==> config.mk <==
export PLATFORM = sky130hd
export DESIGN_NAME = dust_sensor_frame_parser
export DESIGN_NICKNAME = d
export VERILOG_FILES = /design/src/rtl/dsfp_pkg.sv /design/src/rtl/dsfp_front.sv /design/src/rtl/dsfp_fifo.sv /design/src/rtl/dsfp_back.sv /design/src/rtl/dust_sensor_frame_parser.sv
export VERILOG_INCLUDE_DIRS = /design/src /design/src/rtl
export SDC_FILE = /design/constraint.sdc
export NUM_CORES = 1
export LEC_CHECK = 0
export BUFFER_PORTS_ARGS = -buffer_cell sky130_fd_sc_hd__buf_2
export CORE_AREA = 2 2 116 73
export DETAILED_ROUTE_END_ITERATION = 12
export DIE_AREA = 0 0 118 75
export PLACE_DENSITY = 0.88
export SYNTH_ARGS = -nofsm -noshare
export SYNTH_HDL_FRONTEND = slang
export SYNTH_HIERARCHICAL = 1
export SYNTH_SLANG_ARGS = --single-unit
export TNS_END_PERCENT = 100
==> constraint.sdc <==
create_clock -name clk -period 4.07 [get_ports clk]
set_clock_uncertainty 0.2 [all_clocks]
set_input_delay 0.814 -clock clk [delete_from_list [all_inputs] [get_ports clk]]
set_output_delay 0.814 -clock clk [all_outputs]
set_load 0.05 [all_outputs]
==> src/rtl/assert_macros.svh <==
// ---------------------------------------------------------------------------
// Assertion macros
// Concurrent assertion wrappers; empty when SYNTHESIS is defined.
// ---------------------------------------------------------------------------
`ifndef ASSERT_MACROS_SVH
`define ASSERT_MACROS_SVH

`ifndef SYNTHESIS
`define ASSERT_IMPL(lbl, clk_s, rst_s, ante, cons, msg) \
  lbl: assert property (@(posedge clk_s) disable iff (rst_s) (ante) |-> (cons)) \
    else $error(msg);
`define ASSERT_NEXT(lbl, clk_s, rst_s, ante, cons, msg) \
  lbl: assert property (@(posedge clk_s) disable iff (rst_s) (ante) |=> (cons)) \
    else $error(msg);
`else
`define ASSERT_IMPL(lbl, clk_s, rst_s, ante, cons, msg)
`define ASSERT_NEXT(lbl, clk_s, rst_s, ante, cons, msg)
`endif

`endif

==> src/rtl/dsfp_pkg.sv <==
// ---------------------------------------------------------------------------
// Dust sensor frame parser package
// Frame constants, queue depth and the operation passed from front to back.
// ---------------------------------------------------------------------------
package dsfp_pkg;

  localparam logic [7:0] HDR_FIRST  = 8'hAA;
  localparam logic [7:0] HDR_SECOND = 8'hC0;
  localparam logic [7:0] FRAME_TAIL = 8'hAB;

  localparam logic [3:0] POS_HUNT       = 4'd0;
  localparam logic [3:0] POS_HDR2       = 4'd1;
  localparam logic [3:0] POS_DATA_FIRST = 4'd2;
  localparam logic [3:0] POS_DATA_LAST  = 4'd7;
  localparam logic [3:0] POS_STORE_END  = 4'd6;
  localparam logic [3:0] POS_CHECK      = 4'd8;
  localparam logic [3:0] POS_TAIL       = 4'd9;

  localparam int QUEUE_DEPTH = 2;

  typedef enum logic [1:0] {
    OP_START = 2'd0,
    OP_DATA  = 2'd1,
    OP_CHECK = 2'd2,
    OP_TAIL  = 2'd3
  } op_kind_t;

  typedef struct packed {
    op_kind_t    kind;
    logic        store;
    logic [1:0]  slot;
    logic [7:0]  data;
  } op_t;

endpackage

==> src/rtl/dsfp_front.sv <==
// ---------------------------------------------------------------------------
// Dust sensor frame parser front end
// Tracks frame position; accepted bytes from header C0 on become operations.
// ---------------------------------------------------------------------------
module dsfp_front (
  input  logic            clk,
  input  logic            rst,
  input  logic            accept,
  input  logic [7:0]      rx_byte,
  output logic            push,
  output dsfp_pkg::op_t   op
);

  logic [3:0] position;
  logic [3:0] position_next;
  logic [3:0] slot_wide;

  assign slot_wide = position - dsfp_pkg::POS_DATA_FIRST;

  always_comb begin
    position_next = position;
    push          = 1'b0;
    op.kind       = dsfp_pkg::OP_DATA;
    op.store      = 1'b0;
    op.slot       = slot_wide[1:0];
    op.data       = rx_byte;
    if (accept) begin
      if (position == dsfp_pkg::POS_HUNT) begin
        if (rx_byte == dsfp_pkg::HDR_FIRST) begin
          position_next = dsfp_pkg::POS_HDR2;
        end
      end else if (position == dsfp_pkg::POS_HDR2) begin
        if (rx_byte == dsfp_pkg::HDR_SECOND) begin
          position_next = dsfp_pkg::POS_DATA_FIRST;
          push          = 1'b1;
          op.kind       = dsfp_pkg::OP_START;
        end else begin
          position_next = dsfp_pkg::POS_HUNT;
        end
      end else if (position <= dsfp_pkg::POS_DATA_LAST) begin
        position_next = position + 4'd1;
        push          = 1'b1;
        op.kind       = dsfp_pkg::OP_DATA;
        op.store      = (position < dsfp_pkg::POS_STORE_END);
      end else if (position == dsfp_pkg::POS_CHECK) begin
        position_next = dsfp_pkg::POS_TAIL;
        push          = 1'b1;
        op.kind       = dsfp_pkg::OP_CHECK;
      end else if (position == dsfp_pkg::POS_TAIL) begin
        position_next = dsfp_pkg::POS_HUNT;
        push          = 1'b1;
        op.kind       = dsfp_pkg::OP_TAIL;
      end else begin
        position_next = dsfp_pkg::POS_HUNT;
      end
    end
  end

  always_ff @(posedge clk) begin
    if (rst) begin
      position <= dsfp_pkg::POS_HUNT;
    end else begin
      position <= position_next;
    end
  end

endmodule

==> src/rtl/dsfp_fifo.sv <==
// ---------------------------------------------------------------------------
// Dust sensor frame parser operation queue
// Short first-in first-out queue between front end and back end.
// ---------------------------------------------------------------------------
module dsfp_fifo #(
  parameter int DEPTH = dsfp_pkg::QUEUE_DEPTH
) (
  input  logic            clk,
  input  logic            rst,
  input  logic            push,
  input  dsfp_pkg::op_t   push_op,
  input  logic            pop,
  output logic            full,
  output logic            not_empty,
  output dsfp_pkg::op_t   head_op
);

  localparam int PTR_W = (DEPTH > 1) ? $clog2(DEPTH) : 1;
  localparam int CNT_W = $clog2(DEPTH + 1);

  dsfp_pkg::op_t    entries [DEPTH];
  logic [PTR_W-1:0] wr_ptr;
  logic [PTR_W-1:0] rd_ptr;
  logic [CNT_W-1:0] count;

  assign full      = (count == CNT_W'(DEPTH));
  assign not_empty = (count != '0);
  assign head_op   = entries[rd_ptr];

  always_ff @(posedge clk) begin
    if (push) begin
      entries[wr_ptr] <= push_op;
    end
  end

  always_ff @(posedge clk) begin
    if (rst) begin
      wr_ptr <= '0;
      rd_ptr <= '0;
      count  <= '0;
    end else begin
      if (push) begin
        wr_ptr <= (wr_ptr == PTR_W'(DEPTH - 1)) ? '0 : wr_ptr + 1'b1;
      end
      if (pop) begin
        rd_ptr <= (rd_ptr == PTR_W'(DEPTH - 1)) ? '0 : rd_ptr + 1'b1;
      end
      if (push && !pop) begin
        count <= count + 1'b1;
      end else if (pop && !push) begin
        count <= count - 1'b1;
      end
    end
  end

endmodule

==> src/rtl/dsfp_back.sv <==
// ---------------------------------------------------------------------------
// Dust sensor frame parser back end
// Runs the checksum, holds the reading bytes and drives the result register.
// ---------------------------------------------------------------------------
module dsfp_back (
  input  logic            clk,
  input  logic            rst,
  input  logic            op_valid,
  input  dsfp_pkg::op_t   op,
  output logic            pop,
  output logic            reading_valid,
  input  logic            reading_stall,
  output logic [15:0]     pm25_tenths,
  output logic [15:0]     pm10_tenths
);

  logic [7:0] running_sum;
  logic       sum_matched;
  logic [7:0] reading_bytes [4];
  logic       out_free;
  logic       emit;

  assign out_free = !reading_valid || !reading_stall;
  assign pop      = op_valid && ((op.kind != dsfp_pkg::OP_TAIL) || out_free);
  assign emit     = pop && (op.kind == dsfp_pkg::OP_TAIL) &&
                    (op.data == dsfp_pkg::FRAME_TAIL) && sum_matched;

  always_ff @(posedge clk) begin
    if (rst) begin
      running_sum <= '0;
      sum_matched <= 1'b0;
    end else if (pop) begin
      case (op.kind)
        dsfp_pkg::OP_START: begin
          running_sum <= '0;
          sum_matched <= 1'b0;
        end
        dsfp_pkg::OP_DATA: begin
          running_sum <= running_sum + op.data;
        end
        dsfp_pkg::OP_CHECK: begin
          sum_matched <= (op.data == running_sum);
        end
        default: begin
        end
      endcase
    end
  end

  always_ff @(posedge clk) begin
    if (pop && (op.kind == dsfp_pkg::OP_DATA) && op.store) begin
      reading_bytes[op.slot] <= op.data;
    end
  end

  always_ff @(posedge clk) begin
    if (rst) begin
      reading_valid <= 1'b0;
    end else if (emit) begin
      reading_valid <= 1'b1;
    end else if (!reading_stall) begin
      reading_valid <= 1'b0;
    end
  end

  always_ff @(posedge clk) begin
    if (emit) begin
      pm25_tenths <= {reading_bytes[1], reading_bytes[0]};
      pm10_tenths <= {reading_bytes[3], reading_bytes[2]};
    end
  end

endmodule

==> src/rtl/dust_sensor_frame_parser.sv <==
// Result: an accepted tail byte is queued, and reading_valid is registered
// when it is popped with the result register free. Throughput: one byte
// per cycle unless byte_stall is high; front end, queue and back end each
// move one transaction per cycle, and the queue depth sets how many frame
// transactions are taken behind a held tail while the result is stalled.
// Reset: synchronous, active high; clears the frame position, checksum
// state, queue pointers and result valid. Reading bytes are not cleared.
// ---------------------------------------------------------------------------
// Dust sensor frame parser
// Recognises ten-byte sensor frames and emits PM2.5 and PM10 readings.
// ---------------------------------------------------------------------------
`include "assert_macros.svh"

module dust_sensor_frame_parser #(
  parameter int QUEUE_DEPTH = dsfp_pkg::QUEUE_DEPTH
) (
  input  logic        clk,
  input  logic        rst,
  input  logic        byte_valid,
  output logic        byte_stall,
  input  logic [7:0]  rx_byte,
  output logic        reading_valid,
  input  logic        reading_stall,
  output logic [15:0] pm25_tenths,
  output logic [15:0] pm10_tenths
);

  logic          q_full;
  logic          q_push;
  logic          q_pop;
  logic          q_valid;
  logic          accept;
  dsfp_pkg::op_t front_op;
  dsfp_pkg::op_t q_op;

  assign byte_stall = q_full;
  assign accept     = byte_valid && !byte_stall;

  dsfp_front u_front (
    .clk     (clk),
    .rst     (rst),
    .accept  (accept),
    .rx_byte (rx_byte),
    .push    (q_push),
    .op      (front_op)
  );

  dsfp_fifo #(
    .DEPTH (QUEUE_DEPTH)
  ) u_fifo (
    .clk       (clk),
    .rst       (rst),
    .push      (q_push),
    .push_op   (front_op),
    .pop       (q_pop),
    .full      (q_full),
    .not_empty (q_valid),
    .head_op   (q_op)
  );

  dsfp_back u_back (
    .clk           (clk),
    .rst           (rst),
    .op_valid      (q_valid),
    .op            (q_op),
    .pop           (q_pop),
    .reading_valid (reading_valid),
    .reading_stall (reading_stall),
    .pm25_tenths   (pm25_tenths),
    .pm10_tenths   (pm10_tenths)
  );

  `ASSERT_IMPL(a_result_from_tail, clk, rst, $rose(reading_valid),
               $past(q_pop && (q_op.kind == dsfp_pkg::OP_TAIL)),
               "reading raised without a tail transaction")
  `ASSERT_IMPL(a_stall_from_push, clk, rst, $rose(byte_stall), $past(q_push),
               "queue filled without a push")
  `ASSERT_IMPL(a_pop_needs_entry, clk, rst, q_pop, q_valid, "pop from an empty queue")

endmodule

==> Yosys cells after proc, flatten, opt, wreduce, memory -nomap -nowiden <==
Memories as Yosys holds them, arrays and structs flattened. A register that Yosys moved wholly into a read port is not among the register bits.
Cells that the tools add are included.
{ "totals": {"elab_cells": 93, "ramBits": 58, "out_inout_bits": 34, "rom_bits": 0, "inputBits": 12, "latchBits": 0, "mem_count": 2, "regBits": 18} }
{ "op_classes": {"add_sub_neg": 7, "n_bitwise": 0, "div": 0, "n_mul": 0, "eq_ne": 14, "reduce_logical": 25, "shift": 0, "n_mux": 36, "n_lt_le_gt_ge": 2} }
{ "memory_table": {"columns": ["name", "words", "word_bits", "read_ports", "rd_ports_with_merged_regs", "wr", "line_no", "source"], "rows": [
  ["u_back.reading_bytes", 4, 8, 4, 4, 1, "dsfp_back.sv:19", "logic [7:0] reading_bytes [4];"],
  ["u_fifo.entries", 2, 13, 1, 1, 1, "dsfp_fifo.sv:21", "dsfp_pkg::op_t entries [DEPTH];"]
]} }
{ "op_table": {"columns": ["op", "count"], "rows": [
  ["$eq 8x8->1 const B", 3],
  ["$mux 1", 20],
  ["$mux 4", 5],
  ["$pmux 8 s2", 1],
  ["$mux 2", 7],
  ["$logic_and 1x1->1", 9],
  ["$add 8x8->8", 1],
  ["$eq 4x4->1 const B", 2],
  ["$eq 8x8->1", 1],
  ["$reduce_bool 2->1", 4],
  ["$eq 2x2->1 const B", 3],
  ["$mux 3", 2],
  ["$reduce_and 2->1", 3],
  ["$logic_not 1->1", 5],
  ["$add 4x1->4 const B", 1],
  ["$eq 4x1->1 const B", 1],
  ["$le 4x3->1 const B", 1],
  ["$logic_not 4->1", 1],
  ["$lt 4x3->1 const B", 1],
  ["$ne 2x2->1 const B", 2],
  ["$add 1x1->1 const B", 2],
  ["$add 2x1->2 const B", 1],
  ["$eq 2x1->1 const B", 1],
  ["$logic_not 2->1", 1],
  ["other kinds (5)", 6]
]} }

==> Longest topological paths before layout <==
Gate-level depths: netlist of run 1.
{ "depth": {"depth_word": 11, "mapped_depth": 10, "mapped_depth_nobuf": 10} }

==> By module <==
Netlist of run 1, hierarchy kept.
{ "modules_own_cells": {"columns": ["mod", "cells_each", "n_inst", "area_each_um2", "seq_area_each_um2"], "rows": [
  ["dsfp_back", 159, 1, 2768.9, 2122.0],
  ["dsfp_fifo", 62, 1, 1142.3, 880.8],
  ["dsfp_front", 60, 1, 460.4, 80.1],
  ["dust_sensor_frame_parser", 1, 1, 13.8, 0.0]
]} }

==> Worst setup path before layout of run 1 <==
OpenSTA, ideal clock, no wires.
{ "synth_timing": {"kind": "input to register", "startpoint": "in rx_byte[0]", "endpoint": "mem u_fifo/entries[0][0] in the netlist's numbering, enable pin", "t_arrival_ns": 2.563, "path_stages": 5, "setup_ns": 0.384, "t_required_ns": 3.486, "path_buffers": 0, "path_slack_ns": 0.923, "path_cell_list": "or4b_4 > o21ai_1 > nand3_1 > a21oi_1 > nor2b_1"} }
{ "synth_between": {"elab_chain_len": 7} }
{ "synth_lines": {"columns": ["item", "line_no", "source"], "rows": [
  ["start: declaration", "dust_sensor_frame_parser.sv:21", "input logic [7:0] rx_byte,"],
  ["$eq 8x8->1", "dsfp_front.sv:33", "if (rx_byte == dsfp_pkg::HDR_SECOND) begin"],
  ["$mux 1", "dsfp_front.sv:33", null],
  ["$mux 1", "dsfp_front.sv:32", "end else if (position == dsfp_pkg::POS_HDR2) begin"],
  ["$mux 1", "dsfp_front.sv:28", "if (position == dsfp_pkg::POS_HUNT) begin"],
  ["$mux 1", "dsfp_front.sv:27", "if (accept) begin"],
  ["via q_push", "dust_sensor_frame_parser.sv:29", "logic q_push;"],
  ["$mux 1", "dsfp_fifo.sv:31", "if (push) begin"],
  ["$mux 1 (implied by the code)", "dsfp_fifo.sv:32", "entries[wr_ptr] <= push_op;"],
  ["end: declaration", "dsfp_fifo.sv:21", null]
]} }
The timed path passes the listed nets, and every way through them passes these cells.

==> results of run 1 <==
## metrics by stage
step / utilization [%] / cells / total power (uW) / hold WS (ns)
after floorplan: - / 282 / 1620 / 0.200
after global placement: 60.7 / 425 / 1690 / 0.201
after detailed placement: 60.7 / 425 / 1710 / 0.205
after CTS: 64.6 / 441 / 2580 / 0.216
after global routing: 64.6 / 441 / 2670 / 0.225
final: 64.6 / 441 / 2560 / 0.212
## layout make-up
| class | count | share of cell area [%] |
|---|---|---|
| flip-flops and latches | 109 | 61.7 |
| multi-input cells | 148 | 23.4 |
| repair buffers | 50 | 5.26 |
| clock buffers | 10 | 4.58 |
| well taps | 108 | 2.71 |
| clock inverters | 6 | 1.58 |
| inverters | 10 | 0.752 |
## layout by cell type, fill, tap and decap left out, types with 2 or more instances in the layout
master      n
clkinv_4    2
o21ai_0     8
nor4b_1     2
and3_1      3
o21a_1      2
edfxtp_1   90
nor3_1      5
nand4_1     3
buf_4       5
nand2b_1    2
mux2_2     13
nand2_1     6
buf_2      45
or3_1       3
xnor2_1     4
clkbuf_16   9
nor3b_1     3
xor2_1      4
inv_1      10
a211o_1     2
inv_8       2
a31oi_1     2
a21o_1      3
and2_1      2
nor2_1     12
nand3_1     7
o211ai_1    2
nor2b_1     4
dfxtp_1    19
a21oi_1    13
ha_1       11
## synth_stat cells (2+ instances only)
master and count:
nor4b_1 2, nand2_1 6, nand4_1 3, or3_1 3, nor3b_1 3, xor2_1 4
a21o_1 3, and2_1 2, nand3_1 7, dfxtp_1 19, nor3_1 5, edfxtp_1 90
ha_1 11, nor2_1 12, nor2b_1 4, a21oi_1 13, a211o_1 2, a31oi_1 2
mux2_2 13, and3_1 3, buf_2 5, o21a_1 2, o211ai_1 2, xnor2_1 4
inv_1 10, buf_4 9, nand2b_1 2, o21ai_0 8
## sequential cells by signal (all words and copies together), names as in the netlist, named ones only
register / count
u_fifo/wr_ptr: 1
u_back/reading_bytes: 32
u_back/running_sum: 8
u_fifo/rd_ptr: 1
u_fifo/count: 2
u_back/sum_matched: 1
u_back/reading_valid: 1
u_back/pm25_tenths: 16
u_front/position: 4
u_back/pm10_tenths: 16
u_fifo/entries: 26
## routing by layer
layer / GRT usage, % / wire (um) / vias up
met1: 25.7 / 3600 / 1183
met4: 6.16 / 74 / 0
met3: 7.20 / 567 / 7
met5: 0 / 0 / -
met2: 30.6 / 3510 / 104
li1: - / - / 1167
## where the power goes
part / internal [uW] / total (uW) / switching, uW
clock network: 490 / 874 / 384
logic: 159 / 390 / 231
registers: 1260 / 1300 / 38.5
total: 1910 / 2560 / 654
## kinds of logic (layout without fill, tap and decap cells)
| group | Yosys count | count (layout) |
|---|---|---|
| AOI/OAI and AO/OA | 45 | 45 |
| and+or+nand+nor | 70 | 70 |
| muxes | 13 | 13 |
| xor gates and xnor gates | 8 | 8 |
| DFF | 109 | 109 |
| adders and majority gates | 12 | 12 |
| buffers and inverters | 25 | 76 |
## worst max-delay path: cells and delay by family (launching register included)
kind / cells / cell delay, ns
compound gates: 4 / 0.84
flops: 1 / 0.71
fa+ha+maj: 2 / 0.70
mux: 1 / 0.49
## path summary, 6_finish.rpt
| check | slack [ns] | cells after the start | start | end |
|---|---|---|---|---|
| worst min-delay path | 0.21 | 0 | u_back/reading_bytes[2][5]$_DFFE_PP_ | u_back/pm10_tenths[5]$_DFFE_PP_ |
| worst max register to register | 1.01 | 7 | register | u_back/running_sum[6]$_SDFFE_PP0P_ |
| worst max-delay path | 1.01 | 7 | register | u_back/running_sum[6]$_SDFFE_PP0P_ |
| worst min register to register | 0.21 | 0 | u_back/reading_bytes[2][5]$_DFFE_PP_ | u_back/pm10_tenths[5]$_DFFE_PP_ |
==> out/qor.csv, run 1 <==
metric,value,unit
I/O pin cnt,46,
remaining antenna violation count,0,
XOR/XNOR Fraction of Synth Area,1.60,%
Starting Density,56.8,%
Yosys top cell by area,edfxtp_1,
class of the worst hold path,register to register,
Simple-Gate Fraction of Synth Area,10.8,%
CP Cell Sequence,mux2_2 -> ha_1 -> fa_1 -> a21o_1 -> o21ai_2 -> a2111oi_4 -> a311o_1,
root buffer cell,clkbuf_16,
post-synthesis mux area share,3.34,%
area of the mapped netlist,4390,sq um
Die Span Y,75,um
Post-synth EDFFs,90,
TritonRoute pass-1 iters,5,
Nets,352,
IO Port Bufs,45,
Yosys cell types,61,
ys async rst share,0,%
Final setup viols,0,
die area,8850,sq um
Worst Tran Pin Value,0.616,ns
vias per inst,5.58,
Placed Area,4690,sq um
vias,2461,
HPWL after DPL,5.45,mm
largest family of logic cells by synthesized area,simple AND/OR/NAND/NOR gates,
Crit. End Element,register,
postcts setup bufs,0,
WS Path Type,register to register,
FF+latch area,3080,sq um
worst setup margin,1.01,ns
"Design Area, Final",4990,sq um
ranking of synthesized cells by area,"edfxtp_1 (62%), dfxtp_1 (8.7%), mux2_2 (3.3%)",
htree depth,3,
CTS tree,built,
CP required,4.10,ns
RSZ-0062 raised after global routing,false,
multi-input logic area,1170,sq um
DRC,0,
FILL cells,570,
compound-gate portion of the synthesized area,7.36,%
Worst slew margin,58.9,%
Mapped Avg Cell Area,15.6,sq um
routed len/inst,17.6,um
worst skew pair latency,0.35,ns
Chip Width,118,um
total of max-cap violations,0,
Final Hold Viols,0,
post-synthesis sequential area ratio,70.3,%
# rows,25,
Core Area,7730,sq um
Place WS,0.852,ns
number of hold buffers added after cts,0,
Max Slew Vio Count,0,
vias in the first global route,2319,
status,"complete, no violations",
Tmin final,3.06,ns
global-route wire length before repair,12.4,mm
gr ovfl total,0,
CTS Buf Count,9,
initial antenna violation count,0,
register clock-pin slew on the reported worst setup and hold paths,0.07,ns
Overall Global Routing Usage,19.4,%
post-synthesis net count,306,
share of cells above drive strength 1,27.3,%
largest net degree at the start of global routing,34,
crit path DAT,3.09,ns
period utilisation layout,75.2,%
setup TNS,0,ns
Area Growth Syn to Fin,13.9,%
Placer Congestion,0.862,
Leak,0.00179,uW
Max Root-Sink Buffers,2,
Mapped Cells,282,
CP max stage delay,0.71,ns
startpoint class of the critical path,register,
routed wire length,7.75,mm
YS warnings,6,
f_max,327,MHz
Antenna Cells,0,
CTS sink count,109,
post-CTS sizing,0,
post-synth top area share,61.6,%
pwr dens,513,nW/um^2
1st-iter DRT viols,245,
adder-cell share of the synthesized area,3.59,%
"Primary FF master, synth",edfxtp_1,
Worst Path Max Fanout,13,
Worst IR Drop VDD,0.282,mV
#FFs+latches synth,109,
Slowest cell on crit path,dfxtp_1,
Note: power is estimated with default switching activity, not from simulation.
==> run 2, diff against run 1 <==
Settings changed: ABC_AREA set to 1, CORE_AREA 2 2 116 73 to 2 2 123 77, DIE_AREA 0 0 118 75 to 0 0 125 79, PLACE_DENSITY 0.88 to 0.84.
Clock period 4.07 ns to 2.6 ns, I/O delays scaled along.
==> run 2 against run 1 <==
Compared with the run above:
- combinational power up 140%
- clock power up 64%
- sequential cell count is the same
- worst hold slack got worse by 0.036 ns
- core utilization fell by 6.2 points
- register-to-register slack got worse by 0.80 ns
- first-iteration DRC count is the same
- sequential share of layout area down 2.1 points
- worst setup slack worse by 0.80 ns
- critical path type unchanged
- highest routed layer unchanged
==> out/qor.csv, run 2 <==
metric,value,unit
Biggest register,u_back/reading_bytes,
gr ovfl total,0,
top cell family by delay on the critical path,adder cells,
Hold WS,0.176,ns
htree depth,3,
Post-Layout Cell Count,526,
Crit. End Element,register,
status,"complete, no violations",
largest net degree at the start of global routing,33,
met3 GRT Util,6.81,%
Die Span Y,79,um
period utilisation layout,91.8,%
Placer Congestion,0.924,
#FFs+latches synth,109,
Post-synth top cells,"edfxtp_1 (90), nand2_1 (62), inv_1 (37)",
TritonRoute pass-1 iters,4,
vias per inst,5.12,
met1 GRT Util,21.7,%
CTS Buf Count,9,
1st-iter DRT viols,245,
post-synth top area share,60.7,%
Mapped Cells,350,
Mapped Avg Cell Area,12.7,sq um
Worst Tran Pin Value,0.346,ns
Final setup viols,0,
vias,2695,
DRC,0,
ys async rst share,0,%
post-synthesis mux area share,4.13,%
Largest regs,"u_back/reading_bytes (32), u_fifo/entries (26)",
Buffers & Inverters on Critical Path,0,
initial antenna violation count,0,
setup TNS,0,ns
compound-gate portion of the synthesized area,3.99,%
Slowest cell on crit path,dfxtp_2,
"leading cell type in the layout, fill and taps excluded",edfxtp_1,
worst setup margin,0.214,ns
CP required,2.69,ns
Max Root-Sink Buffers,2,
cell mode on critical path,nand2_1,
number of hold buffers added after cts,0,
remaining antenna violation count,0,
ranking of synthesized cells by area,"edfxtp_1 (61%), dfxtp_1 (8.5%), nand2_1 (5.2%)",
most frequent cells in the layout,"edfxtp_1 (90), nand2_1 (62), buf_2 (45), inv_1 (37), nor2_1 (22)",
Starting Density,50.3,%
Final Hold Viols,0,
Worst Path Max Fanout,7,
startpoint class of the critical path,register,
Place WS,0.151,ns
Max Slew Vio Count,0,
f_max,419,MHz
area of the mapped netlist,4450,sq um
Simple-Gate Fraction of Synth Area,13.3,%
HPWL after DPL,5.81,mm
pwr dens,858,nW/um^2
Worst slew margin,76.9,%
share of cells above drive strength 1,26.1,%
crit path DAT,2.48,ns
"Primary FF master, synth",edfxtp_1,
Leak,0.00205,uW
worst skew pair latency,0.35,ns
Nets,429,
Overall Global Routing Usage,16.9,%
Inst Count DP,510,
Core Area,8850,sq um
total of max-cap violations,0,
CP Cell Sequence,mux2_2 -> ha_1 -> fa_1 -> nand2_1 -> nand2_1 -> nand3b_1 -> nand2_1 -> nand2_1 -> nand3_1 -> a21oi_1,
top-count cell post-synth,edfxtp_1,
routed len/inst,15.1,um
I/O pin cnt,46,
CTS tree,built,
die area,9880,sq um
Antenna Cells,0,
adder-cell share of the synthesized area,3.54,%
Yosys cell types,35,
YS warnings,6,
root buffer cell,clkbuf_16,
GRT Max-Usage Layer,met2,
Area Growth Syn to Fin,16.2,%
post-synthesis sequential area ratio,69.2,%
CTS sink count,109,
vias in the first global route,2557,
post-synthesis net count,374,
Tmin final,2.39,ns
grt met2 use,27.3,%
CP max stage delay,0.43,ns
XOR/XNOR Fraction of Synth Area,0.393,%
Yosys top cell by area,edfxtp_1,
RSZ-0062 raised after global routing,false,
largest family of logic cells by synthesized area,simple AND/OR/NAND/NOR gates,
# rows,27,
IO Port Bufs,45,
Chip Width,125,um
WS Path Type,register to register,
FILL cells,696,
class of the worst hold path,primary input to register,
routed wire length,7.96,mm
global-route wire length before repair,12.7,mm
Largest register FFs,32,
Post-synth EDFFs,90,
register clock-pin slew on the reported worst setup and hold paths,0.08,ns
Worst IR Drop VDD,0.421,mV
-- run 2: cell count changes after synthesis, moves of 5 or more --
cell,previous run,this run
nand2_1,6,62
inv_1,10,37
nand3_1,7,20
mux2_2,13,3
mux2_4,0,10
nor2_1,12,22
a21oi_1,13,19
buf_2,5,0
nand2_2,0,5
-- run 2: worst paths after layout --
kind | from | end | slack, ns | depth (start not counted)
max | register | u_back/running_sum[6]$_SDFFE_PP0P_ | 0.21 | 10
max reg2reg | register | u_back/running_sum[6]$_SDFFE_PP0P_ | 0.21 | 10
min | rx_byte[4] | u_fifo/entries[1][4]$_DFFE_PP_ | 0.18 | 1
min reg2reg | u_back/reading_bytes[3][2]$_DFFE_PP_ | u_back/pm10_tenths[10]$_DFFE_PP_ | 0.21 | 0
-- run 2: per-stage QoR --
step | util (%) | area, sq um | total power, uW
floorplan | - | 4460 | 2800
global placement | 54.8 | 4850 | 2980
finish | 58.5 | 5170 | 4440
detailed placement | 54.8 | 4850 | 3030
global route | 58.5 | 5170 | 4650
CTS | 58.4 | 5170 | 4460
-- run 2: layout make-up --
cell class / count / area [sq um] / share of cell area [%]
clock buffer: 9 / 225 / 4.35
clock inverter: 7 / 92.6 / 1.79
inverter: 41 / 154 / 2.97
multi-input combinational: 188 / 1140 / 22.0
sequential: 109 / 3080 / 59.6
tap: 116 / 145 / 2.81
timing repair buffer: 56 / 333 / 6.43
-- run 2: kinds of logic after synthesis --
| family | after synthesis |
|---|---|
| XOR/XNOR | 2 |
| flip-flops | 109 |
| buffers and inverters | 53 |
| adder cells (fa/ha/maj) | 12 |
| AO/OA/AOI/OAI | 31 |
| multiplexers | 13 |
| AND/OR/NAND/NOR | 130 |
-- run 2: what timing repair did --
item	4_1_cts	5_1_grt
resized for setup	0	1
buffers inserted	0	0
setup endpoints to repair	0	1
-- run 2: worst reg2reg max path, cell delays in order, from the launching register on --
cell and delay [ns]:
dfxtp_2 0.43, mux2_2 0.42, ha_1 0.25, fa_1 0.42, nand2_1 0.08, nand2_1 0.08
nand3b_1 0.13, nand2_1 0.07, nand2_1 0.06, nand3_1 0.06, a21oi_1 0.12
-- run 2: where the power goes --
group	internal [uW]	switching [uW]
clock network	781	649
registers	2010	62.6
logic	342	592
-- run 2: per-layer routing --
layer	part of all wire (%)	vias to the layer above
li1	-	1312
met1	43	1252
met2	46	120
met3	9.5	11
met4	1.0	0
met5	0	-
==> run 3, diff against run 2 <==
Settings changed: ABC_AREA 1 to not set, CORE_AREA 2 2 123 77 to 2 2 122 77, DIE_AREA 0 0 125 79 to 0 0 124 79.
==> run 3 against run 2 <==
Compared with the run above:
- largest cell class unchanged
- highest routed layer unchanged
- fmax is 5.0% lower
- worst setup slack got worse by 0.13 ns
- sequential share of layout area shrank 0.65 points
==> out/qor.csv, run 3 (same netlist as run 1, synthesis figures left out) <==
metric,value,unit
htree depth,3,
TritonRoute pass-1 iters,4,
total of max-cap violations,0,
pwr dens,773,nW/um^2
Core Area,8780,sq um
Largest register FFs,32,
Antenna Cells,0,
Area Growth Syn to Fin,19.3,%
largest net degree at the start of global routing,32,
worst setup margin,0.0877,ns
WS Path Type,register to register,
Placed Area,4920,sq um
Leak,0.00190,uW
most frequent cells in the layout,"edfxtp_1 (90), buf_2 (45), buf_4 (22), dfxtp_1 (17)",
CTS tree,built,
Max Slew Vio Count,0,
Biggest register,u_back/reading_bytes,
IO Port Bufs,45,
worst skew pair latency,0.35,ns
root buffer cell,clkbuf_16,
CTS sink count,109,
Worst IR Drop VDD,0.340,mV
"leading cell type in the layout, fill and taps excluded",edfxtp_1,
FF+latch area,3090,sq um
gr ovfl total,0,
Chip Width,124,um
CP required,2.64,ns
Final Hold Viols,0,
class of the worst hold path,primary input to register,
HPWL after DPL,5.83,mm
global-route wire length before repair,12.6,mm
startpoint class of the critical path,register,
Hold WS,0.182,ns
crit path DAT,2.56,ns
routed len/inst,17.3,um
multi-input logic area,1210,sq um
post-CTS sizing,0,
Starting Density,49.9,%
Worst slew margin,68.9,%
Placer Congestion,0.940,
vias per inst,5.30,
vias in the first global route,2395,
routed wire length,8.11,mm
remaining antenna violation count,0,
CTS Buf Count,9,
RSZ-0062 raised after global routing,false,
die area,9800,sq um
DRC,0,
Crit. End Element,register,
1st-iter DRT viols,200,
register clock-pin slew on the reported worst setup and hold paths,0.07,ns
Largest regs,"u_back/reading_bytes (32), u_fifo/entries (26)",
Overall Global Routing Usage,18.0,%
FILL cells,671,
Tmin final,2.51,ns
Worst Path Max Fanout,6,
initial antenna violation count,0,
status,"complete, no violations",
I/O pin cnt,46,
share of cells above drive strength 1,34.0,%
Die Span Y,79,um
# rows,27,
period utilisation layout,96.6,%
Final setup viols,0,
Worst Tran Pin Value,0.467,ns
Nets,372,
setup TNS,0,ns
vias,2486,
postcts setup bufs,0,
Place WS,-0.0550,ns
"Design Area, Final",5230,sq um
Max Root-Sink Buffers,2,
number of hold buffers added after cts,0,
f_max,398,MHz
[run 3: cell count changes in the layout (fill, tap and decap cells not counted), moves of 4 or more]
cell,before,now
nand3_1,20,7
mux2_4,10,2
mux2_2,3,11
a21oi_1,19,12
nor2_1,22,12
buf_4,9,22
nand2_2,5,0
inv_2,4,0
o21ai_0,4,8
inv_1,37,10
nand2_1,62,6
[run 3: worst max-delay path, stage by stage, from the launching register on]
cell and delay [ns]:
dfxtp_2 0.40, buf_4 0.17, mux2_2 0.40, ha_1 0.40, o21a_1 0.15, o21ai_2 0.08
buf_4 0.15, a21o_1 0.16, a311o_1 0.30
[run 3: path summary, 6_finish.rpt]
check / slack, ns / endpoint / depth (start not counted) / startpoint
setup / recovery: 0.09 / u_back/running_sum[6]$_SDFFE_PP0P_ / 8 / register
hold / removal: 0.18 / u_fifo/entries[1][6]$_DFFE_PP_ / 1 / rx_byte[6]
setup reg to reg: 0.09 / u_back/running_sum[6]$_SDFFE_PP0P_ / 8 / register
hold reg to reg: 0.22 / u_back/pm10_tenths[2]$_DFFE_PP_ / 0 / u_back/reading_bytes[2][2]$_DFFE_PP_
[run 3: power breakdown]
part           leakage [uW]  internal (uW)  switching (uW)
Clock              0.000148            681             649
Sequential         0.000964           1970            50.0
Combinational      0.000790            298             395
Total               0.00190           2950            1090
[run 3: cell type report]
type | count | area share [%]
Clock buffer | 9 | 4.30
Multi-Input combinational cell | 148 | 23.2
Tap cell | 116 | 2.77
Sequential cell | 109 | 59.0
Clock inverter | 7 | 1.43
Inverter | 10 | 0.717
Timing Repair Buffer | 70 | 8.61
[run 3: layer usage]
metal / vias to the layer above / share of wire, % / GRT usage [%]
met5: - / 0 / 0
met4: 0 / 0.84 / 4.16
met3: 9 / 8.1 / 7.40
met2: 96 / 44 / 27.3
met1: 1179 / 47 / 24.3
li1: 1202 / - / -
[run 3: metrics by stage]
stage / total power [uW] / instances / util, %
after global placement: 2710 / 453 / 56.0
final: 4040 / 469 / 59.6
after CTS: 4070 / 469 / 59.4
after detailed placement: 2730 / 453 / 56.0
after global routing: 4220 / 469 / 59.6
after floorplan: 2550 / 282 / -
